==> src/rtl/core/fett_pkg.sv <==
// Shared constants, record types and the sequencer state type for the
// flow extent transit time block. No dependencies.
package fett_pkg;

    // Vector fields arrive FIELD_W wide; only the low COORD_WIDTH bits count.
    localparam int FIELD_W     = 24;
    localparam int COORD_WIDTH = 24;   // 8 .. 24
    localparam int THR_W       = 48;   // squared speed threshold, Q24.24
    localparam int OUT_W       = 32;   // transit time, Q16.16
    localparam int FRAC_SHIFT  = 16;

    localparam int PROD_W = 2 * COORD_WIDTH;       // one product
    localparam int PROJ_W = 2 * COORD_WIDTH + 2;   // sum of three products
    localparam int SSQ_W  = 2 * COORD_WIDTH;       // squared speed
    localparam int QUO_W  = 2 * FRAC_SHIFT;        // quotient bits produced
    localparam int CNT_W  = $clog2(QUO_W);

    // Cell queue; depth must be a power of two.
    localparam int QUEUE_DEPTH = 2;
    localparam int QPTR_W      = $clog2(QUEUE_DEPTH);
    localparam int QCNT_W      = $clog2(QUEUE_DEPTH + 1);

    localparam logic signed [PROJ_W-1:0] PROJ_MIN = {1'b1, {(PROJ_W-1){1'b0}}};
    localparam logic signed [PROJ_W-1:0] PROJ_MAX = {1'b0, {(PROJ_W-1){1'b1}}};

    // One finished cell, handed from front to back.
    typedef struct packed {
        logic [PROJ_W-1:0] diff;        // max - min projection
        logic [SSQ_W-1:0]  ssq;         // |U|^2 of the last vertex
        logic              stationary;
    } t_cell_rec;

    typedef struct packed {
        logic      valid;
        t_cell_rec rec;
    } t_rec_xfer;

    typedef enum logic [1:0] {
        ST_IDLE,
        ST_DIV,
        ST_DONE
    } t_back_state;

endpackage

==> src/rtl/core/fett_if.sv <==


interface fett_res_if;
    logic                          valid;
    logic                          ready;
    logic [fett_pkg::OUT_W-1:0]    transit_time;
    logic                          stationary;

    modport source (output valid, transit_time, stationary, input ready);
    modport sink   (input valid, transit_time, stationary, output ready);
endinterface

==> src/rtl/core/fett_back.sv <==
// Back end: per-cell saturation checks, radix-2 restoring divider and
// output register. Depends on fett_pkg and fett_if.
module fett_back (
    input  logic                 i_clk,
    input  logic                 i_rst_n,
    input  fett_pkg::t_rec_xfer  i_head,
    output logic                 o_pop,
    fett_res_if.source           o_res
);
    localparam int SW = fett_pkg::SSQ_W;
    localparam int QW = fett_pkg::QUO_W;
    localparam int FS = fett_pkg::FRAC_SHIFT;

    fett_pkg::t_back_state r_state, n_state;

    logic [SW-1:0]             r_ssq, r_rem;
    logic [QW-1:0]             r_num, r_quo;
    logic [fett_pkg::CNT_W-1:0] r_cnt;
    logic                      r_stat;
    logic                      r_out_valid;
    logic [fett_pkg::OUT_W-1:0] r_out_time;
    logic                      r_out_stat;

    logic          ovf, sat, step, load;
    logic [SW:0]   trial;
    logic [SW+1:0] sub;
    logic          ge;

    // Quotient fits in 32 bits only when diff >> 16 is below |U|^2.
    assign ovf = SW'(i_head.rec.diff >> FS) >= i_head.rec.ssq;
    assign sat = i_head.rec.stationary || ovf;

    assign trial = {r_rem, r_num[QW-1]};
    assign sub   = {1'b0, trial} - {2'b00, r_ssq};
    assign ge    = !sub[SW+1];

    always_comb begin
        n_state = r_state;
        unique case (r_state)
            fett_pkg::ST_IDLE: begin
                if (i_head.valid) begin
                    n_state = sat ? fett_pkg::ST_DONE : fett_pkg::ST_DIV;
                end
            end
            fett_pkg::ST_DIV: begin
                if (r_cnt == '0) begin
                    n_state = fett_pkg::ST_DONE;
                end
            end
            fett_pkg::ST_DONE: begin
                if (!r_out_valid || o_res.ready) begin
                    n_state = fett_pkg::ST_IDLE;
                end
            end
            default: n_state = fett_pkg::ST_IDLE;
        endcase
    end

    always_comb begin
        o_pop = 1'b0;
        step  = 1'b0;
        load  = 1'b0;
        unique case (r_state)
            fett_pkg::ST_IDLE: o_pop = i_head.valid;
            fett_pkg::ST_DIV:  step  = 1'b1;
            fett_pkg::ST_DONE: load  = !r_out_valid || o_res.ready;
            default: ;
        endcase
    end

    always_ff @(posedge i_clk) begin
        if (!i_rst_n) begin
            r_state     <= fett_pkg::ST_IDLE;
            r_out_valid <= 1'b0;
        end else begin
            r_state <= n_state;
            if (load) begin
                r_out_valid <= 1'b1;
            end else if (o_res.ready) begin
                r_out_valid <= 1'b0;
            end
        end
    end

    always_ff @(posedge i_clk) begin
        if (o_pop) begin
            r_ssq  <= i_head.rec.ssq;
            r_rem  <= SW'(i_head.rec.diff >> FS);
            r_num  <= {i_head.rec.diff[FS-1:0], {FS{1'b0}}};
            r_quo  <= sat ? '1 : '0;
            r_stat <= i_head.rec.stationary;
            r_cnt  <= fett_pkg::CNT_W'(QW - 1);
        end else if (step) begin
            r_rem <= ge ? sub[SW-1:0] : trial[SW-1:0];
            r_num <= {r_num[QW-2:0], 1'b0};
            r_quo <= {r_quo[QW-2:0], ge};
            r_cnt <= r_cnt - 1'b1;
        end
        if (load) begin
            r_out_time <= fett_pkg::OUT_W'(r_quo);
            r_out_stat <= r_stat;
        end
    end

    assign o_res.valid        = r_out_valid;
    assign o_res.transit_time = r_out_time;
    assign o_res.stationary   = r_out_stat;

endmodule

==> src/flat_wrapper.sv <==
// flat-port wrapper written by rule: the top's interface ports become plain ports
module fett_back_flat 
  (i_clk, i_rst_n, i_head, o_pop, o_res_valid, o_res_transit_time, o_res_stationary, o_res_ready);
  fett_res_if o_res_i ();
  input  logic i_clk;
  input  logic i_rst_n;
  input  fett_pkg::t_rec_xfer i_head;
  output logic o_pop;
  output wire logic [$bits(o_res_i.valid)-1:0] o_res_valid;
  output wire logic [$bits(o_res_i.transit_time)-1:0] o_res_transit_time;
  output wire logic [$bits(o_res_i.stationary)-1:0] o_res_stationary;
  input wire logic [$bits(o_res_i.ready)-1:0] o_res_ready;
  assign o_res_valid = o_res_i.valid;
  assign o_res_transit_time = o_res_i.transit_time;
  assign o_res_stationary = o_res_i.stationary;
  assign o_res_i.ready = o_res_ready;
  fett_back u_core (.i_clk(i_clk), .i_rst_n(i_rst_n), .i_head(i_head), .o_pop(o_pop), .o_res(o_res_i));
endmodule
==> config.mk <==
export PLATFORM = sky130hd
export DESIGN_NAME = fett_back_flat
export DESIGN_NICKNAME = d
export VERILOG_FILES = /design/src/rtl/core/fett_pkg.sv /design/src/rtl/core/fett_if.sv /design/src/rtl/core/fett_back.sv /design/src/flat_wrapper.sv
export SDC_FILE = /design/constraint.sdc
export NUM_CORES = 1
export LEC_CHECK = 0
export BUFFER_PORTS_ARGS = -buffer_cell sky130_fd_sc_hd__buf_2
export CAP_MARGIN = 10
export CORE_ASPECT_RATIO = 1.1
export CORE_MARGIN = 10
export CORE_UTILIZATION = 63
export DETAILED_ROUTE_END_ITERATION = 10
export GPL_ROUTABILITY_DRIVEN = 0
export HOLD_SLACK_MARGIN = 0.03
export PLACE_DENSITY = 0.86
export SLEW_MARGIN = 20
export SYNTH_ARGS = -nofsm -noshare
export SYNTH_HDL_FRONTEND = slang
export SYNTH_SLANG_ARGS = --single-unit
==> constraint.sdc <==
create_clock -name i_clk -period 8.1 [get_ports i_clk]
set_input_delay 0.81 -clock i_clk [delete_from_list [all_inputs] [get_ports i_clk]]
set_output_delay 0.81 -clock i_clk [all_outputs]
set_load 0.05 [all_outputs]
* After elaboration in Yosys (flattened, before gate mapping) *
Index checks and enable logic that the tools add are counted.
W data, S select, Z words.

storage, ports and cells
  output and inout bits = 35
  register bits = 186
  word-level logic and storage cells = 46
  input port bits = 103

cells by class
  $add $sub $neg = 2
  $lt $le $gt $ge = 1
  reduce and logical (&&, ||, !) cells = 9
  multiplexer cells = 18
  equal/unequal tests = 5

operator list
  kind                   count
  $mux W32               5
  $mux W34               2
  $sub A49 B48 Y50       1
  $ge A34 B48 Y1         1
  $mux W48               1
  $mux W2                4
  $pmux W2 S3            1
  $logic_not A5 Y1       1
  $mux W1                5
  $sub A5 B1 Y5 const B  1
  $ne A2 B1 Y1 const B   2
  $reduce_bool A2 Y1     2
  $reduce_and A3 Y1      1
  $eq A2 B1 Y1 const B   1
  $eq A2 B2 Y1 const B   1
  $logic_not A1 Y1       2
  $logic_not A2 Y1       1
  $logic_or A1 B1 Y1     2
  $ne A2 B2 Y1 const B   1

* Longest topological paths before layout *
Gate-level depths: netlist (run 1).

  depth in word-level cells = 5
  depth in mapped cells = 15
  gate-level depth less buffers = 14

* Worst setup path after synthesis (run 1) *
Ideal clock, no wire load.

  kind = input -> output
  from = in i_head[99] (netlist name)
  to = out o_pop
  path buffers = 2
  data required time = 7.290 ns
  arrival = 3.217 ns
  cell stages on the path = 4
  setup slack = 4.073 ns
  cell sequence = nand2_1 inv_1 clkbuf_1 buf_1

on the way
  word-level cells in the longest chain between the ends = 1

ends and longest elaborated chain
  element          line               text
  start, declared  flat_wrapper.sv:7  input fett_pkg::t_rec_xfer i_head;
  $mux W1          fett_back.sv:63    unique case (r_state)
  end, declared    flat_wrapper.sv:8  output logic o_pop;

No other way between the ends.

* Worst setup path in the final report (run 1) *
  from = reg u_core.r_rem[17]
  to = reg u_core.r_rem[32] (data pin)

on the way
  word-level cells in the longest chain between the ends = 4

ends and longest elaborated chain
  element                 line             text
  start, declared         fett_back.sv:16  logic [SW-1:0] r_ssq, r_rem;
  start signal, assigned  fett_back.sv:88  r_rem <= SW'(i_head.rec.diff >> FS);
  start signal, assigned  fett_back.sv:94  r_rem <= ge ? sub[SW-1:0] : trial[SW-1:0];
  $sub A49 B48 Y50        fett_back.sv:34  assign sub = {1'b0, trial} - {2'b00, r_ssq};
  $mux W48                fett_back.sv:94
  $mux W34                fett_back.sv:93  end else if (step) begin
  $mux W34                fett_back.sv:86  if (o_pop) begin

No other way between the ends. The select of a mux whose other input is x is not followed.
A chain may end at the register's enable or synchronous reset.

==> results.md, run 1 <==
* Async set-reset flop share out of synthesis at 0%
* Min-Delay Path Depth at 0
* Cell row count at 50
* Buf/Inv on CP at 1
* Final Hold Slack at roughly 0.43 ns
* Flop and latch count out of synthesis at about 190
* RR Startpoint: u_core.r_rem[17]$_DFFE_PP_
* Top cells by area, synth: edfxtp_1, ha_1, a21oi_1
* Synthesis-to-layout area growth at 13.4%
* Synth Area in Simple Gates at 10.8%
* Die area at 22,900 um^2
* Setup crit end kind: flip-flop
* Crit path required time at between 8 and 9 ns
* Worst Setup EP: u_core.r_rem[32]$_DFFE_PP_
* Clock transition at path regs at 0.08 ns
* Lkg Pwr at roughly 5.6 nW
* Die Y at 158 um
* Top cell type by total area after synthesis: edfxtp_1
* Pre-CTS WS at 4.09 ns
* Setup crit start: u_core.r_rem[17]$_DFFE_PP_
* Effective utilization at floorplan at 64.0%
* Share of cells above drive strength 1 at between 15 and 20%
* Post-synth EDFFs at 164
* Vias at 8,368
* Number of antenna violations at the first check in global routing at 1
* Fillers at 1,173
* Chip width at around 150 um
* CP delay by family, top: compound AO/OA/AOI/OAI gates
* Final setup fails at 0
* Setup CP Type: reg -> reg
* CP most frequent cell: a21oi_1
* First-pass DRT Iterations at 6
* Hold Violations, Final at 0
* Fmax at 275 MHz
* Status: finished clean
* Clk sinks at 186
* First-pass GRT wire length at about 43,000 um
* Clock Latency Late Sink at 0.44 ns
* Crit path time final at 3.64 ns
* Clock Skew at 0.0109 ns
* Mux contribution to synthesized area at 3.71%
* Crit-path max cell delay at 0.50 ns
* Total grt overflow at 0
* Yosys top cell area share at 45.4%
* Hold Crit Start: u_core.r_quo[31]$_DFFE_PP_
* Core ar. at 17,000 um^2
* Antenna Violating Nets Remaining at 0
* Post-synthesis compound-gate area fraction at around 17%
* Unique masters post-synth at 71
* YS warnings at 0
* Final total power at about 2.7 mW
* Reg2reg path depth at 12
* Post-DP HPWL at 19,100 um
* Flop-to-flop setup slack at approximately 4.5 ns
* Average wire per standard cell at 18.7 um
* Crit-path max FO at 36
* Post-CTS Repair Setup Buffers at 0
* Tightest Pin Transition at 1.02 ns
* Sum Neg Setup Slack at 0 ns
* Slowest-stage cell, CP: buf_4
* Synth Area per Inst at 10.5 um^2
* CP Depth at 12
* Via-per-instance ratio at 5.98
* Hold/Removal Path Class: reg -> reg
* Largest net degree at the start of global routing at 88
* Largest family of logic cells by synthesized area: compound AO/OA/AOI/OAI gates
* Crit path launch type: flip-flop
* Main synth FF type: edfxtp_1
* Relative slew slack at between 30% and 40%
* H-tree depth at 4
* Max clock buf depth at 2
* Number of port buffers at 137
* CTS-repair resized insts at 0
* Gr usage total at between 20% and 30%
* IO Pins at 138
* Drt first-iter violations at roughly 760
* Synth Area in Adders at about a tenth
* Crit path DAT at about 3.8 ns
* CP cell instances: ha_1, a21oi_1, o21ai_1, a311oi_1, or3_1, nand3_1, o211ai_2, a21boi_1, nor3_2, buf_4, mux2i_1, a21oi_1
* R2r endpoint: u_core.r_rem[32]$_DFFE_PP_
* Cells after Synth at 1,034
* Nets@finish at 1,338
* Sequential-to-total area share from yosys stat at 49.5%
* DR DRC count at 0
* Peak supply drop at between 150 and 200 uV
* CTS Hold Bufs at 0
* Syn Nets at 1,221
* RSZ-0062 raised after global routing: false
* Final worst setup slack at 4.46 ns
* Slew Limit Fails at 0
* Mapped cell area at 10,800 um^2
* Vias in the first global route at 8,600
* Cell area after layout at 12,300 um^2
* Post-place instance area at 11,700 um^2
* Synth Area in XOR/XNOR at 3.79%
* Routed WL at 26,200 um
* Max Cap Viol at 0
* CTS tree: built
* Clk root buf: clkbuf_16
* Period utilization at 45.0%
* Total CTS buffers at 17
* Pwr per Cell Area at 220 nW/um^2
[cell usage in the layout, fill, tap and decap left out, drive strengths merged, types with 12 or more instances in the layout]
| cell type | instances |
|---|---|
| mux2i | 38 |
| buf | 143 |
| nand3 | 27 |
| o21ai | 49 |
| clkbuf | 17 |
| xor2 | 12 |
| xnor2 | 35 |
| o21a | 36 |
| nor2 | 60 |
| a21o | 39 |
| nand2 | 99 |
| a21oi | 89 |
| ha | 83 |
| inv | 104 |
| edfxtp | 164 |
| nand4 | 17 |
| nor3 | 16 |
| dfxtp | 22 |
[state kept, by name, summed over array words and instances (netlist names)]
name                       count
u_core.r_num                  16
u_core.r_ssq                  48
u_core.r_quo                  32
u_core.r_stat                  1
u_core.o_res.transit_time     32
u_core.r_rem                  48
u_core.r_cnt                   5
u_core.r_state                 2
u_core.o_res.stationary        1
u_core.o_res.valid             1
[synth_stat cells (15+ instances only)]
master	count
nand3_1	27
inv_1	98
nand2_1	98
a21o_1	38
nor3_1	15
edfxtp_1	164
nor2_1	60
xnor2_1	35
mux2i_1	38
ha_1	83
clkbuf_1	31
o21a_1	36
a21oi_1	89
o21ai_0	34
nand4_1	17
dfxtp_1	22
[metal layers]
| metal | vias to the layer above | global-route usage (%) | routed length (um) |
|---|---|---|---|
| met5 | - | 0 | 0 |
| met4 | 0 | 7.56 | 565 |
| met3 | 51 | 7.02 | 2230 |
| met2 | 365 | 39.0 | 12700 |
| met1 | 3961 | 27.0 | 10700 |
| li1 | 3991 | - | - |
[power breakdown]
part           internal, mW  total, mW  leakage (nW)  switching, mW
Clock                 0.448      0.861         0.301          0.413
Sequential             1.16       1.20          1.74         0.0415
Combinational         0.246      0.640          3.51          0.394
[final cells by class]
class | count | area (um^2) | share of cell area (%)
clock inverter | 15 | 198 | 1.61
inverter | 98 | 370 | 3.01
sequential | 186 | 5370 | 43.6
tap | 234 | 293 | 2.38
clock buffer | 17 | 425 | 3.46
timing repair buffer | 143 | 731 | 5.94
antenna | 1 | 2.50 | 0.0203
multi-input combinational | 705 | 4910 | 40.0
[cells by family after synthesis]
family / after synthesis
AOI/OAI and AO/OA: 277
and+or+nand+nor: 257
DFF: 186
buffers and inverters: 143
adders and majority gates: 84
xor gates and xnor gates: 47
muxes: 40
[worst register-to-register path: cells and delay by family (launching register included)]
kind	cells	cell delay, ns
simple gates	3	0.47
buf+inv	1	0.50
mux	1	0.31
flops	1	0.40
fa+ha+maj	1	0.43
compound gates	6	1.22
[worst min path at each step]
stage	to
after floorplan	u_core.o_res.stationary$_DFFE_PP_
after global placement	u_core.o_res.transit_time[31]$_DFFE_PP_
after detailed placement	u_core.o_res.transit_time[31]$_DFFE_PP_
after CTS	u_core.o_res.transit_time[31]$_DFFE_PP_
after global routing	u_core.o_res.transit_time[31]$_DFFE_PP_
final	u_core.o_res.transit_time[31]$_DFFE_PP_
[stage by stage]
stage	instances	utilization [%]
final	1399	72.5
after CTS	1398	72.5
after detailed placement	1366	68.8
after global routing	1398	72.5
after floorplan	1034	-
after global placement	1366	68.8
(Power assumes the default switching activity.)
==> inputs of run 2 (changes only) <==
- CORE_UTILIZATION: 63 -> 53
- PLACE_DENSITY: 0.86 -> 0.77
- clock period: 8.1 -> 3.3 ns (I/O delays scaled with it)
==> run 2 against run 1 <==
  * Register-to-register slack worse by 4.4 ns
  * Wire length up 3.1%
  * Die area up 16%
  * Cell area up 4.8%
  * Critical path depth up 3
  * Utilization down 8.1 points
  * Count of clock-buffer cells in the layout unchanged
  * Clock power rose to 2.6 times the previous value
  * Global-route usage down 3.4 points
  * Largest cell class unchanged
  * Largest power group unchanged
  * Highest routed layer unchanged
==> results.md, run 2 (synthesized netlist as in run 1, its figures left out) <==
* Status: finished clean
* Share of cells above drive strength 1 at between 20% and 30%
* Hold Violations, Final at 0
* First-pass GRT wire length at 41,600 um
* Synthesis-to-layout area growth at 18.8%
* Setup crit start: u_core.r_num[31]$_DFFE_PP_
* Largest net degree at the start of global routing at 87
* Average wire per standard cell at 18.5 um
* Pwr per Cell Area at 532 nW/um^2
* Core ar. at ~20,000 um^2
* Max Cap Viol at 0
* Worst Setup EP: u_core.r_rem[26]$_DFFE_PP_
* Hold/Removal Path Class: in -> reg
* Hold Crit Start: i_head[10]
* Tightest Pin Transition at 1.03 ns
* CTS tree: built
* Total grt overflow at 0
* Fillers at 1,568
* Routed WL at roughly 27,000 um
* Crit path required time at between 3 and 4 ns
* Clk sinks at 186
* Final cell count without fillers at between 1,000 and 1,500
* DR DRC count at 0
* Peak supply drop at 422 uV
* Effective utilization at floorplan at 54.2%
* Via-per-instance ratio at 5.77
* Clock transition at path regs at 0.08 ns
* Die Y at 170 um
* Setup crit end kind: flip-flop
* Min-Delay Path Depth at 1
* Crit path time final at 3.21 ns
* Sum Neg Setup Slack at 0 ns
* Reg2reg path depth at 15
* Most common cell after layout, fill and taps aside: edfxtp_1
* Crit-path max FO at 4
* Period utilization at 97.2%
* Slew Limit Fails at 0
* H-tree depth at 4
* Nets@finish at around 1,400
* Die area at between 20,000 and 30,000 um^2
* Flop-to-flop setup slack at ~0.094 ns
* Chip width at 156 um
* First-pass DRT Iterations at 7
* Regs by FF count: u_core.r_rem (48), u_core.r_ssq (48)
* Post-place instance area at about 12,000 um^2
* Most frequent cells in the layout: edfxtp_1, buf_2, nand2_1
* Clock Latency Late Sink at 0.44 ns
* DP Cell Count at 1,401
* Number of port buffers at around 140
* Total CTS buffers at 17
* RR Startpoint: u_core.r_num[31]$_DFFE_PP_
* Cell area after layout at about 13,000 um^2
* R2r endpoint: u_core.r_rem[26]$_DFFE_PP_
* Final Hold Slack at 0.0788 ns
* Vias at 8,401
* Clock Skew at 0.0192 ns
* Cell row count at 54
* Max clock buf depth at 2
* Final setup fails at 0
* Antenna Violating Nets Remaining at 0
* Gr usage total at 19.4%
* Relative slew slack at 31.4%
* Crit path launch type: flip-flop
* RSZ-0062 raised after global routing: true
* Number of antenna violations at the first check in global routing at 2
* Vias in the first global route at 8,349
* Setup CP Type: reg -> reg
* Drt first-iter violations at 545
* Lkg Pwr at 5.82 nW
* Fmax at 312 MHz
* IO Pins at 138
* Crit path DAT at 3.36 ns
* Post-DP HPWL at 19,000 um
* Fin util at 64.4%
* Clk root buf: clkbuf_16
[run 2: cell count changes in the layout (fill, tap and decap cells not counted), sizes merged]
| cell | previous run | this run |
|---|---|---|
| buf | 143 | 177 |
| clkbuf | 17 | 20 |
| inv | 104 | 106 |
| clkinv | 7 | 6 |
| clkinvlp | 1 | 0 |
| diode | 1 | 2 |
[run 2: worst min path at each step]
stage / endpoint
after floorplan: u_core.o_res.stationary$_DFFE_PP_
after global placement: u_core.o_res.transit_time[31]$_DFFE_PP_
after detailed placement: u_core.o_res.stationary$_DFFE_PP_
after CTS: u_core.r_ssq[9]$_DFFE_PP_
after global routing: u_core.r_ssq[8]$_DFFE_PP_
final: u_core.r_ssq[9]$_DFFE_PP_
[run 2: critical path, cell delays in order (launching register included)]
cell and delay, ns:
edfxtp_1 0.40, inv_2 0.09, ha_4 0.13, inv_2 0.04, fa_2 0.39, a21o_1 0.22
a221oi_2 0.31, buf_4 0.19, nand2_4 0.06, a41oi_4 0.26, o31ai_4 0.15, a21o_2 0.22
a21oi_2 0.14, xnor2_1 0.10, mux2i_1 0.15, a21oi_1 0.08
[run 2: area by class of cell]
cell class                      count  area, um^2  area share [%]
Multi-Input combinational cell    705        5050            39.2
Sequential cell                   186        5370            41.6
Clock buffer                       17         425            3.30
Clock inverter                     15         225            1.75
Tap cell                          252         315            2.45
Timing Repair Buffer              180        1130            8.78
Inverter                           98         372            2.88
Antenna cell                        2        5.00          0.0388
[run 2: stage by stage]
step,setup slack (ns),total power [mW]
after global placement,0.0821,4.53
final,0.0939,6.86
after CTS,-0.0328,6.79
after global routing,-0.0704,7.16
after detailed placement,0.00649,4.57
after floorplan,0.0553,4.13
[run 2: repair_timing]
item | 4_1_cts | 5_1_grt
gates resized for setup | 1 | 40
cloned | 0 | 4
setup endpoints to repair | 5 | 45
hold buffers | 0 | 0
hold endpoints to repair | 0 | 0
pin swaps | 1 | 21
setup buffers | 1 | 15
[run 2: power breakdown]
| part | switching [mW] | internal, mW | total [mW] |
|---|---|---|---|
| clock network | 1.08 | 1.13 | 2.22 |
| logic | 1.01 | 0.692 | 1.71 |
| registers | 0.0947 | 2.84 | 2.94 |
| total | 2.19 | 4.66 | 6.86 |
[run 2: per-layer routing]
layer / GRT usage [%] / vias to the layer above / wire length [um]
li1: - / 4064 / -
met1: 23.6 / 3970 / 11100
met2: 31.4 / 305 / 12800
met3: 6.53 / 62 / 2420
met4: 7.15 / 0 / 690
met5: 0 / - / 0
