### src/rtl/core/fett_pkg.sv
// Shared constants, record types and the sequencer state type for the
// flow extent transit time block. No dependencies.
package fett_pkg;

    // Vector fields arrive FIELD_W wide; only the low COORD_WIDTH bits count.
    localparam int FIELD_W     = 24;
    localparam int COORD_WIDTH = 24;   // 8 .. 24
    localparam int THR_W       = 48;   // squared speed threshold, Q24.24
    localparam int OUT_W       = 32;   // transit time, Q16.16
    localparam int FRAC_SHIFT  = 16;

    localparam int PROD_W = 2 * COORD_WIDTH;       // one product
    localparam int PROJ_W = 2 * COORD_WIDTH + 2;   // sum of three products
    localparam int SSQ_W  = 2 * COORD_WIDTH;       // squared speed
    localparam int QUO_W  = 2 * FRAC_SHIFT;        // quotient bits produced
    localparam int CNT_W  = $clog2(QUO_W);

    // Cell queue; depth must be a power of two.
    localparam int QUEUE_DEPTH = 2;
    localparam int QPTR_W      = $clog2(QUEUE_DEPTH);
    localparam int QCNT_W      = $clog2(QUEUE_DEPTH + 1);

    localparam logic signed [PROJ_W-1:0] PROJ_MIN = {1'b1, {(PROJ_W-1){1'b0}}};
    localparam logic signed [PROJ_W-1:0] PROJ_MAX = {1'b0, {(PROJ_W-1){1'b1}}};

    // One finished cell, handed from front to back.
    typedef struct packed {
        logic [PROJ_W-1:0] diff;        // max - min projection
        logic [SSQ_W-1:0]  ssq;         // |U|^2 of the last vertex
        logic              stationary;
    } t_cell_rec;

    typedef struct packed {
        logic      valid;
        t_cell_rec rec;
    } t_rec_xfer;

    typedef enum logic [1:0] {
        ST_IDLE,
        ST_DIV,
        ST_DONE
    } t_back_state;

endpackage

### src/rtl/core/fett_queue.sv
// Short queue of finished cell records between front and back.
// Depends on fett_pkg.
module fett_queue (
    input  logic                 i_clk,
    input  logic                 i_rst_n,
    input  fett_pkg::t_rec_xfer  i_push,
    input  logic                 i_pop,
    output fett_pkg::t_rec_xfer  o_head,
    output logic                 o_full
);
    fett_pkg::t_cell_rec r_mem [fett_pkg::QUEUE_DEPTH];
    logic [fett_pkg::QPTR_W-1:0] r_wr, r_rd;
    logic [fett_pkg::QCNT_W-1:0] r_cnt;

    assign o_full       = r_cnt == fett_pkg::QCNT_W'(fett_pkg::QUEUE_DEPTH);
    assign o_head.valid = r_cnt != '0;
    assign o_head.rec   = r_mem[r_rd];

    always_ff @(posedge i_clk) begin
        if (i_push.valid) begin
            r_mem[r_wr] <= i_push.rec;
        end
    end

    always_ff @(posedge i_clk) begin
        if (!i_rst_n) begin
            r_wr  <= '0;
            r_rd  <= '0;
            r_cnt <= '0;
        end else begin
            if (i_push.valid) begin
                r_wr <= r_wr + 1'b1;
            end
            if (i_pop) begin
                r_rd <= r_rd + 1'b1;
            end
            case ({i_push.valid, i_pop})
                2'b10:   r_cnt <= r_cnt + 1'b1;
                2'b01:   r_cnt <= r_cnt - 1'b1;
                default: r_cnt <= r_cnt;
            endcase
        end
    end

endmodule

### config.mk
export PLATFORM = sky130hd
export DESIGN_NAME = fett_queue
export DESIGN_NICKNAME = d
export VERILOG_FILES = /design/src/rtl/core/fett_pkg.sv /design/src/rtl/core/fett_queue.sv
export SDC_FILE = /design/constraint.sdc
export NUM_CORES = 1
export LEC_CHECK = 0
export ABC_CLOCK_PERIOD_IN_PS = 5500
export BUFFER_PORTS_ARGS = -buffer_cell sky130_fd_sc_hd__buf_2
export CAP_MARGIN = 0
export CORE_UTILIZATION = 47
export DETAILED_ROUTE_END_ITERATION = 16
export GPL_TIMING_DRIVEN = 0
export PLACE_DENSITY = 0.82
export SKIP_CTS_REPAIR_TIMING = 1
export SYNTH_ARGS = -nofsm -noshare
export SYNTH_HDL_FRONTEND = slang
export SYNTH_SLANG_ARGS = --single-unit
### constraint.sdc
create_clock -name i_clk -period 5.5 [get_ports i_clk]
set_input_delay 0.55 -clock i_clk [delete_from_list [all_inputs] [get_ports i_clk]]
set_output_delay 0.55 -clock i_clk [all_outputs]
set_load 0.01 [all_outputs]
# After elaboration in Yosys (flattened, before gate mapping)
# Memory sizes are Yosys's and may differ from the RTL's. A register that Yosys moved wholly into a read port is not among the register bits.
# Index checks and enable logic that the tools add are counted.
# word_totals
regBits	4
mem_bits_rw	198
inputBits	103
output_inout_bits	101
elab_cells	18
memories	1
# op_classes
addsub	4
n_eq_ne	3
n_mux	5
n_reduce_logical	2
# memory_table
memory	words	word_bits	rd	rd_clocked_by_memory_dff	wr	line_no	text
r_mem	2	99	1	1	1	fett_queue.sv:11	fett_pkg::t_cell_rec r_mem [fett_pkg::QUEUE_DEPTH];
# ops
op	n
$eq 2x2->1 const B	2
$mux 1	4
$pmux 2 s2	1
$reduce_bool 2->1	2
$add 1x1->1 const B	2
$add 2x1->2 const B	1
$eq 2x1->1 const B	1
$sub 2x1->2 const B	1

# Longest topological paths before layout
# Gate-level depths: netlist of run 1.
# depth
depth_word	3
ltp_mapped	5
ltp_nobuf	5

# Worst setup path before layout of run 1
# Ideal clock, no wire load.
# synth_path
path_type	input to register
startpoint	input i_push[99] in the netlist's numbering
endpoint	memory r_mem[0][0] in the netlist's numbering (enable)
arrival_ps	4787
setup_slack_ps	151
path_stages	2
cell_sequence	inv_1 > nor2_1
# synth_via
elab_chain_cells	2
# synth_rtl
element	line_no	text
start: declaration	fett_queue.sv:6	input fett_pkg::t_rec_xfer i_push,
$mux 1	fett_queue.sv:20	if (i_push.valid) begin
$mux 1 (implied by the code)	fett_queue.sv:21	r_mem[r_wr] <= i_push.rec;
end: declaration	fett_queue.sv:11	
# Every way passes these cells.

==> summary.md, run 1 <==
| Metric | Value |
|---|---|
| Run status | `finished clean` |
| Core Region | `roughly 0.015 sq mm` |
| Avg Cell Area, Syn | `about 22 sq um` |
| Num CTS Buffers | `21` |
| Slew @ Worst Pin | `0.675 ns` |
| Worst-Skew Late Latency | `around 0.48 ns` |
| Layout cells sized above 1 | `0.612` |
| Post-DR wirelength/cell | `around 17 um` |
| Critical-path cell list | `buf_6 -> buf_2 -> mux2_2 -> buf_2` |
| N_diodes | `0` |
| Top Ports | `204` |
| Crit share post-route | `0.426` |
| Fin. Hold Viols | `0` |
| Library cells used by synthesis | `18` |
| Ys Warns | `0` |
| Vias in the first global route | `slightly above 4000` |
| Critical Path AT | `between 1.5 and 2 ns` |
| Syn Nets | `about 430` |
| CP Max Fanout | `10` |
| CP max stage cell | `mux2_2` |
| Via/cell ratio | `between 4 and 5` |
| Via count | `3814` |
| Total power draw | `approximately 3.5 mW` |
| Fmax | `0.426 GHz` |
| CTS tree | `yes` |
| Setup Skew | `approximately 0.0042 ns` |
| Hold/Removal Path Class | `in -> reg` |
| Layout Utilization | `0.615` |
| CTS root buffer | `clkbuf_16` |
| Total grt overflow | `0` |
| Largest net degree at the start of global routing | `54` |
| RSZ-0062 raised after global routing | `false` |
| Pwr dens | `~370 mW/mm^2` |
| Initial antenna violation count | `0` |
| GPL Wtd Cong | `roughly 0.69` |
| Slew margin rel. | `0.550` |
| Synth Cell Area | `roughly 0.0074 sq mm` |
| DR DRC count | `0` |
| Crit-path most repeated cell | `buf_2` |
| PortBufs | `slightly above 200` |
| Worst VDD drop | `0.291 mV` |
| DRT iter0 DRCs | `162` |
| Min-delay src | `i_push[92]` |
| Placed cell area | `between 0.008 and 0.009 sq mm` |
| Die Width | `around 130 um` |
| Max capacitance violation total | `0` |
| Area delta synth->final | `27.7%` |
| Antenna Nets Post-Route | `0` |
| # fillers | `approximately 1100` |
| Drt first pass iters | `4` |
| Final setup fails | `0` |
| Initial core utilization | `0.482` |
| CP Launch Type | `flip-flop` |
| Slew Viols, Final | `0` |
| Clk buf depth | `3` |
| Req. time, crit path | `~5 ns` |
| Setup CP Type | `reg -> out` |
| CTS clock-pin slew for the worst setup and hold paths | `0.06 ns` |
| Die ar. | `0.0161 sq mm` |
| Hpwl dp | `8930 um` |
| Nets | `about 660` |
| Clock tree sinks | `203` |
| CP max stage delay | `~0.38 ns` |
| Sequential area share after synthesis | `0.822` |
| Tmin final | `2.35 ns` |
| WL final | `around 13000 um` |
| Chip height | `about 130 um` |
| Reg-to-reg startpoint | `r_wr` |
| Mapped Cells | `330` |
| Rows | `45` |
| H-tree Lvls | `1` |
| GR Util All Layers | `0.159` |
| Crit path capture type | `output pin` |
| R2R setup slack | `approximately 3.8 ns` |
| Final Cell Area | `0.00939 sq mm` |
| Lkg Pwr | `between 3 and 4 nW` |
| #FFs+latches synth | `203` |
| First-pass GRT wire length | `slightly below 20000 um` |
-- cell usage after synthesis --
cell | instances | area share
a21boi_1 | 1 | 0.0010
and2_1 | 4 | 0.0034
and2b_2 | 1 | 0.0012
buf_2 | 8 | 0.0054
buf_6 | 3 | 0.0046
dfxtp_1 | 5 | 0.014
edfxtp_1 | 198 | 0.81
ha_1 | 1 | 0.0017
inv_1 | 1 | 0.00051
mux2_2 | 99 | 0.15
nor2_1 | 1 | 0.00051
nor2b_1 | 1 | 0.00085
o21a_1 | 1 | 0.0010
o21ai_0 | 1 | 0.00068
or2_2 | 1 | 0.00085
or3_1 | 1 | 0.00085
xnor2_1 | 2 | 0.0024
xor2_1 | 1 | 0.0012
-- worst max-delay path: cells and delay by family, from the launching register on --
kind,cells,cell delay (ns)
buffers and inverters,3,0.60
muxes,1,0.38
DFF,1,0.32
-- path summary, 6_finish.rpt --
check / endpoint / cells past startpoint
setup reg to reg: r_mem[1][15] / 2
hold / removal: r_mem[0][92] / 1
setup / recovery: o_head[28] / 4
hold reg to reg: r_cnt[1] / 2
-- layer usage --
layer / global-route usage / share of wire / vias up
met4: 0.0462 / 0.023 / 0
met1: 0.167 / 0.37 / 1881
li1: - / - / 1766
met2: 0.299 / 0.53 / 140
met5: 0 / 0 / -
met3: 0.0553 / 0.073 / 27
-- cell usage in the layout (no fill, tap or decap) --
| cell type | instances |
|---|---|
| nor2_4 | 1 |
| o21ai_0 | 1 |
| buf_6 | 3 |
| clkinvlp_4 | 2 |
| dfxtp_1 | 5 |
| and2_1 | 3 |
| buf_16 | 2 |
| nor2b_1 | 1 |
| buf_2 | 211 |
| clkbuf_16 | 21 |
| xor2_1 | 1 |
| mux2_2 | 99 |
| and2b_2 | 1 |
| or2_2 | 1 |
| or3_1 | 1 |
| clkbuf_8 | 2 |
| inv_1 | 1 |
| clkinv_2 | 4 |
| clkinv_1 | 3 |
| clkbuf_1 | 4 |
| inv_6 | 1 |
| o21a_1 | 1 |
| and2_4 | 1 |
| edfxtp_1 | 198 |
| xnor2_1 | 2 |
| ha_1 | 1 |
| a21boi_1 | 1 |
| bufinv_16 | 1 |
| buf_12 | 2 |
-- layout make-up --
class | instances | area [sq um] | area share
Timing Repair Buffer | 207 | 1110 | 0.118
Sequential cell | 203 | 6050 | 0.644
Tap cell | 211 | 264 | 0.0281
Clock buffer | 27 | 568 | 0.0605
Multi-Input combinational cell | 115 | 1240 | 0.132
Inverter | 1 | 3.75 | 0.000400
Buffer | 11 | 73.8 | 0.00786
Clock inverter | 11 | 85.1 | 0.00906
-- state kept, by name, summed over array words and instances (netlist names), named ones only --
signal and cells:
r_rd 1, r_mem 198, r_wr 1, r_cnt 2
-- power by group --
group	switching (mW)	internal, mW	total, mW
clock network	0.539	0.777	1.32
logic	0.182	0.175	0.357
registers	0.0194	1.79	1.81
total	0.741	2.74	3.48
-- per-stage QoR --
step / hold slack (ns) / setup TNS (ns) / std cells / setup slack (ns)
final: 0.248 / 0 / 786 / 3.15
after global routing: 0.223 / 0 / 786 / 3.03
after CTS: 0.226 / 0 / 786 / 3.07
after detailed placement: 0.513 / 0 / 748 / 3.44
after global placement: 0.471 / -183.53 / 744 / -1.84
after floorplan: 0.461 / 0 / 330 / 0.151
-- cells by family (layout without fill, tap and decap cells) --
logic type / after synthesis / in the layout / synth area share
AO/OA/AOI/OAI: 3 / 3 / 0.00272
XOR/XNOR: 3 / 3 / 0.00357
adder cells (fa/ha/maj): 1 / 1 / 0.00170
buffers and inverters: 12 / 257 / 0.0105
flip-flops: 203 / 203 / 0.822
multiplexers: 99 / 99 / 0.152
AND/OR/NAND/NOR: 9 / 9 / 0.00766
Note: power is estimated with default switching activity, not from simulation.
==> run 2, diff against run 1 <==
--- a/config.mk
+++ b/config.mk
@@ -5,13 +5,14 @@
 export SDC_FILE = /design/constraint.sdc
 export NUM_CORES = 1
 export LEC_CHECK = 0
-export ABC_CLOCK_PERIOD_IN_PS = 5500
+export ABC_AREA = 1
+export ABC_CLOCK_PERIOD_IN_PS = 2380
 export BUFFER_PORTS_ARGS = -buffer_cell sky130_fd_sc_hd__buf_2
 export CAP_MARGIN = 0
-export CORE_UTILIZATION = 47
+export CORE_UTILIZATION = 52
 export DETAILED_ROUTE_END_ITERATION = 16
 export GPL_TIMING_DRIVEN = 0
-export PLACE_DENSITY = 0.82
+export PLACE_DENSITY = 0.85
 export SKIP_CTS_REPAIR_TIMING = 1
 export SYNTH_ARGS = -nofsm -noshare
 export SYNTH_HDL_FRONTEND = slang
==> constraint.sdc (replaced) <==
create_clock -name i_clk -period 2.38 [get_ports i_clk]
set_input_delay 0.238 -clock i_clk [delete_from_list [all_inputs] [get_ports i_clk]]
set_output_delay 0.238 -clock i_clk [all_outputs]
set_load 0.01 [all_outputs]
==> summary.md, run 2 <==
| Metric | Value |
|---|---|
| Dominant cells by area after synthesis | `edfxtp_1 (80%), mux2_2 (14%), mux2_4 (2.0%)` |
| Post-DR wirelength/cell | `around 18 um` |
| Tmin final | `between 2 and 2.5 ns` |
| Slew @ Worst Pin | `0.582 ns` |
| Via/cell ratio | `a little under 5` |
| Crit path capture type | `output pin` |
| Library cells used by synthesis | `13` |
| Leading cell type in the layout, fill and taps excluded | `buf_2` |
| Layout cells sized above 1 | `0.507` |
| Top cell type's share of synthesized area | `0.804` |
| Power share of the clock group | `0.372` |
| Registers with the most flip-flops | `r_mem x198, r_cnt x2` |
| Area delta synth->final | `40.4%` |
| DRT iter0 DRCs | `around 230` |
| N_diodes | `0` |
| Req. time, crit path | `roughly 2.1 ns` |
| Hold/Removal Path Class | `in -> reg` |
| EDFF count, synth | `around 200` |
| Total power draw | `8.11 mW` |
| Critical Path AT | `around 1.8 ns` |
| Clock tree sinks | `between 200 and 250` |
| RSZ-0062 raised after global routing | `false` |
| Mapped Cells | `between 300 and 400` |
| # fillers | `approximately 800` |
| Num CTS Buffers | `21` |
| WL final | `roughly 16000 um` |
| Post-synthesis async set-or-reset flop share | `0` |
| #FFs+latches synth | `a little over 200` |
| First-pass GRT wire length | `19500 um` |
| Placed cell area | `roughly 0.009 sq mm` |
| CTS root buffer | `clkbuf_16` |
| Pwr dens | `slightly below 800 mW/mm^2` |
| DR DRC count | `0` |
| Die Width | `121 um` |
| Pre-CTS setup slack | `about 0.66 ns` |
| Final worst slack | `approximately 0.34 ns` |
| Syn Nets | `~450` |
| Chip height | `around 120 um` |
| Max FFs per register | `~200` |
| Max capacitance violation total | `0` |
| Net switching power | `between 1.5 and 2 mW` |
| GR Util All Layers | `0.175` |
| Sequential area share after synthesis | `0.817` |
| Total grt overflow | `0` |
| Crit share post-route | `0.857` |
| Ys Warns | `0` |
| Commonest cells after routing, fill and taps aside | `buf_2 (211), edfxtp_1 (198), dlygate4sd3_1 (99)` |
| Yosys top cell by area | `edfxtp_1` |
| GPL Wtd Cong | `0.710` |
| CTS tree | `yes` |
| Ys flop type | `edfxtp_1` |
| Slew margin rel. | `0.611` |
| Power share of the combinational group | `0.111` |
| Slew Viols, Final | `0` |
| Rows | `43` |
| CP Launch Type | `flip-flop` |
| Final setup fails | `0` |
| PortBufs | `between 200 and 250` |
| Layout Utilization | `0.748` |
| Most frequent cell after synthesis | `edfxtp_1` |
| Avg Cell Area, Syn | `about 22 sq um` |
| Flop pwr share | `0.517` |
| Sw Ratio | `0.211` |
| Worst-Skew Late Latency | `approximately 0.47 ns` |
| Run status | `finished clean` |
| H-tree Lvls | `1` |
| Vias in the first global route | `approximately 4000` |
| Final Cell Area | `around 0.010 sq mm` |
| Antenna Nets Post-Route | `0` |
| Nets | `~780` |
| Post-synth top cells | `edfxtp_1 (198), mux2_2 (89), nor2_1 (11)` |
| Lkg Pwr | `between 4 and 5 nW` |
| CTS clock-pin slew for the worst setup and hold paths | `~0.06 ns` |
| Initial core utilization | `0.533` |
| Int Pwr | `6.40 mW` |
| Via count | `4311` |
| Die ar. | `0.0147 sq mm` |
| Fin. Hold Viols | `0` |
| Fmax | `about 0.49 GHz` |
| Setup CP Type | `reg -> out` |
| Drt first pass iters | `4` |
| Clk buf depth | `3` |
| Largest Register | `r_mem` |
| Top Ports | `between 200 and 250` |
| Initial antenna violation count | `0` |
| Worst VDD drop | `around 0.74 mV` |
| CP Max Fanout | `10` |
| Setup Skew | `about 0.012 ns` |
| Synth Cell Area | `about 0.0074 sq mm` |
| Hpwl dp | `8860 um` |
| Core Region | `approximately 0.014 sq mm` |
| Largest net degree at the start of global routing | `approximately 40` |
run 2: cell families (layout without fill, tap and decap cells):
kind of cell,after synthesis,in the layout,synth area share
compound gates,2,2,0.00135
fa+ha+maj,1,1,0.00169
buf+inv,17,361,0.0130
flops,203,203,0.817
mux,99,99,0.156
simple gates,21,21,0.0110
run 2: power groups by stage:
stage          Sequential, mW  Clock (mW)  Combinational [mW]
3_5_place_dp             4.26           0               0.757
4_1_cts                  4.18        3.06               0.764
6_report                 4.19        3.02               0.899
5_1_grt                  4.20        3.20               0.961
3_3_place_gp             4.26           0               0.706
2_1_floorplan            4.25           0               0.411
run 2: final cells by class:
class / instances / area [sq um] / share of cell area
clock buffer: 29 / 576 / 0.0554
buffer: 11 / 73.8 / 0.00711
multi-input combinational: 123 / 1260 / 0.122
clock inverter: 8 / 61.3 / 0.00590
timing repair buffer: 307 / 2110 / 0.204
tap: 180 / 225 / 0.0217
inverter: 6 / 26.3 / 0.00253
sequential: 203 / 6050 / 0.582
run 2: critical path, stage by stage (launching register included):
cell and delay [ns]:
dfxtp_1 0.33, buf_6 0.15, buf_6 0.18, buf_6 0.20, mux2_4 0.32, buf_2 0.14
run 2: routing by layer:
metal  GRT usage  wire [um]  up-vias
met5           0          0        -
met3      0.0489        860       32
met1       0.195       5940     2112
li1            -          -     2004
met2       0.315       8490      163
met4      0.0648        433        0
run 2: path summary, 6_finish.rpt:
| path | start | end | slack, ns | cells past startpoint |
|---|---|---|---|---|
| hold reg to reg | r_rd | r_rd | 0.49 | 2 |
| setup / recovery | flip-flop | o_head[78] | 0.34 | 5 |
| setup reg to reg | r_wr | r_mem[1][28] | 0.69 | 3 |
| hold / removal | i_pop | r_rd | 0.03 | 3 |
run 2: stage by stage:
stage	hold WS, ns	std cells	TNS [ns]
after global placement	0.425	726	-124.28
after floorplan	0.337	343	0
after global routing	0.0250	867	0
final	0.0347	867	0
after detailed placement	0.429	731	0
after CTS	-0.0682	768	0
==> run 3, diff against run 2 <==
--- a/config.mk
+++ b/config.mk
@@ -13,6 +13,7 @@
 export DETAILED_ROUTE_END_ITERATION = 16
 export GPL_TIMING_DRIVEN = 0
 export PLACE_DENSITY = 0.85
+export REMOVE_ABC_BUFFERS = 1
 export SKIP_CTS_REPAIR_TIMING = 1
 export SYNTH_ARGS = -nofsm -noshare
 export SYNTH_HDL_FRONTEND = slang
==> summary.md, run 3 (synthesis results as in run 2) <==
| Metric | Value |
|---|---|
| # fillers | `775` |
| Slew Viols, Final | `0` |
| RSZ-0062 raised after global routing | `false` |
| CP max stage cell | `dfxtp_4` |
| Flop pwr share | `0.515` |
| Largest net degree at the start of global routing | `56` |
| Total power draw | `roughly 8 mW` |
| Reg-to-reg startpoint | `r_wr` |
| Req. time, crit path | `between 2 and 2.5 ns` |
| Layout Utilization | `0.745` |
| Post-DR wirelength/cell | `18.4 um` |
| Layout cells sized above 1 | `0.499` |
| Setup_tns | `0 ns` |
| Num CTS Buffers | `21` |
| Met2 wire length | `~8300 um` |
| Leading cell type in the layout, fill and taps excluded | `buf_2` |
| Registers with the most flip-flops | `r_mem x198, r_cnt x2` |
| Initial core utilization | `0.533` |
| N_diodes | `0` |
| Met1 wire length | `around 5900 um` |
| GPL Wtd Cong | `around 0.71` |
| Pwr dens | `789 mW/mm^2` |
| Slew @ Worst Pin | `between 0.7 and 0.8 ns` |
| Clock tree sinks | `just over 200` |
| First-pass GRT wire length | `19300 um` |
| Sw Ratio | `0.209` |
| Power share of the clock group | `0.377` |
| Commonest cells after routing, fill and taps aside | `buf_2 (203), edfxtp_1 (198), dlygate4sd3_1 (99)` |
| Total grt overflow | `0` |
| Critical-path cell list | `buf_16 -> mux2_2 -> buf_2` |
| DR DRC count | `0` |
| Fin. Hold Viols | `0` |
| Drt first pass iters | `4` |
| Net switching power | `between 1.5 and 2 mW` |
| DRT iter0 DRCs | `a little over 300` |
| Layout Cells excl Fill | `~850` |
| Slew margin rel. | `0.495` |
| Met3 wire len | `between 1000 and 1500 um` |
| Worst-Skew Late Latency | `0.48 ns` |
| Clk buf depth | `3` |
| Die Width | `approximately 120 um` |
| Min-delay src | `i_rst_n` |
| Hold/Removal Path Class | `in -> reg` |
| Hpwl dp | `roughly 8600 um` |
| Fmax | `around 0.45 GHz` |
| CTS root buffer | `clkbuf_16` |
| Max FFs per register | `~200` |
| CP max stage delay | `0.61 ns` |
| Initial antenna violation count | `0` |
| Lkg Pwr | `between 3 and 4 nW` |
| GR Util All Layers | `0.171` |
| Run status | `finished clean` |
| H-tree Lvls | `1` |
| CP Launch Type | `flip-flop` |
| Die ar. | `roughly 0.015 sq mm` |
| Crit path capture type | `output pin` |
| Power share of the combinational group | `0.108` |
| CP Max Fanout | `55` |
| Tmin final | `roughly 2.2 ns` |
| Area delta synth->final | `39.8%` |
| Crit share post-route | `0.931` |
| Via count | `about 4300` |
| CTS tree | `yes` |
| Max Used Layer | `met4` |
| PortBufs | `between 200 and 250` |
| Largest Register | `r_mem` |
| Vias in the first global route | `roughly 4000` |
| Chip height | `between 100 and 150 um` |
| Antenna Nets Post-Route | `0` |
| Worst VDD drop | `approximately 0.74 mV` |
| Final setup fails | `0` |
| Rows | `43` |
| Max capacitance violation total | `0` |
| Nets | `~770` |
| Via/cell ratio | `roughly 5.0` |
| Critical Path AT | `between 1.5 and 2 ns` |
| WL final | `15700 um` |
| CTS clock-pin slew for the worst setup and hold paths | `about 0.060 ns` |
| Top Ports | `around 200` |
| Setup Skew | `between 0.007 and 0.008 ns` |
| Setup CP Type | `reg -> out` |
| Hold slack | `0.0357 ns` |
| Int Pwr | `roughly 6.5 mW` |
| Core Region | `about 0.014 sq mm` |
| Placed Cells | `720` |
[run 3: changes by cell type in the layout (fill, tap and decap cells not counted), sizes merged]
cell	change
clkinv	-3
clkinvlp	-1
clkbuf	-1
bufinv	+1
buf	-10
inv	+1
[run 3: critical path: cells and delay by family, from the launching register on]
family,cells,cell delay (ns)
buffers and inverters,2,0.46
DFF,1,0.61
muxes,1,0.38
[run 3: metal layers]
layer,track usage,up-vias
li1,-,1979
met5,0,-
met1,0.199,2089
met4,0.0610,0
met3,0.0493,39
met2,0.300,172
[run 3: stage by stage]
step                setup slack (ns)  cell area, sq um
floorplan                      -2.62              7320
global placement               -4.71              8570
detailed placement             0.462              8690
CTS                          -0.0540              9330
global route                  0.0779             10300
finish                         0.164             10300
[run 3: final timing paths]
path	endpoint	slack, ns	cells past startpoint
worst max register to register	r_mem[1][12]	0.56	3
worst min register to register	r_cnt[1]	0.52	2
worst min-delay path	r_wr	0.04	3
worst max-delay path	o_head[45]	0.16	3
[run 3: area by class of cell]
class	instances	area, sq um	share of cell area
repair buffers	308	2140	0.207
clock inverters	6	76.3	0.00738
inverters	6	25.0	0.00242
well taps	180	225	0.0218
flip-flops and latches	203	6050	0.585
multi-input cells	123	1260	0.122
clock buffers	28	562	0.0543
[run 3: power by group through the flow]
stage / Clock (mW) / Combinational (mW) / Sequential (mW)
after global routing: 3.25 / 0.937 / 4.22
after floorplan: 0 / 0.373 / 4.30
after global placement: 0 / 0.665 / 4.33
after detailed placement: 0 / 0.718 / 4.28
final: 3.08 / 0.880 / 4.20
after CTS: 3.11 / 0.725 / 4.21
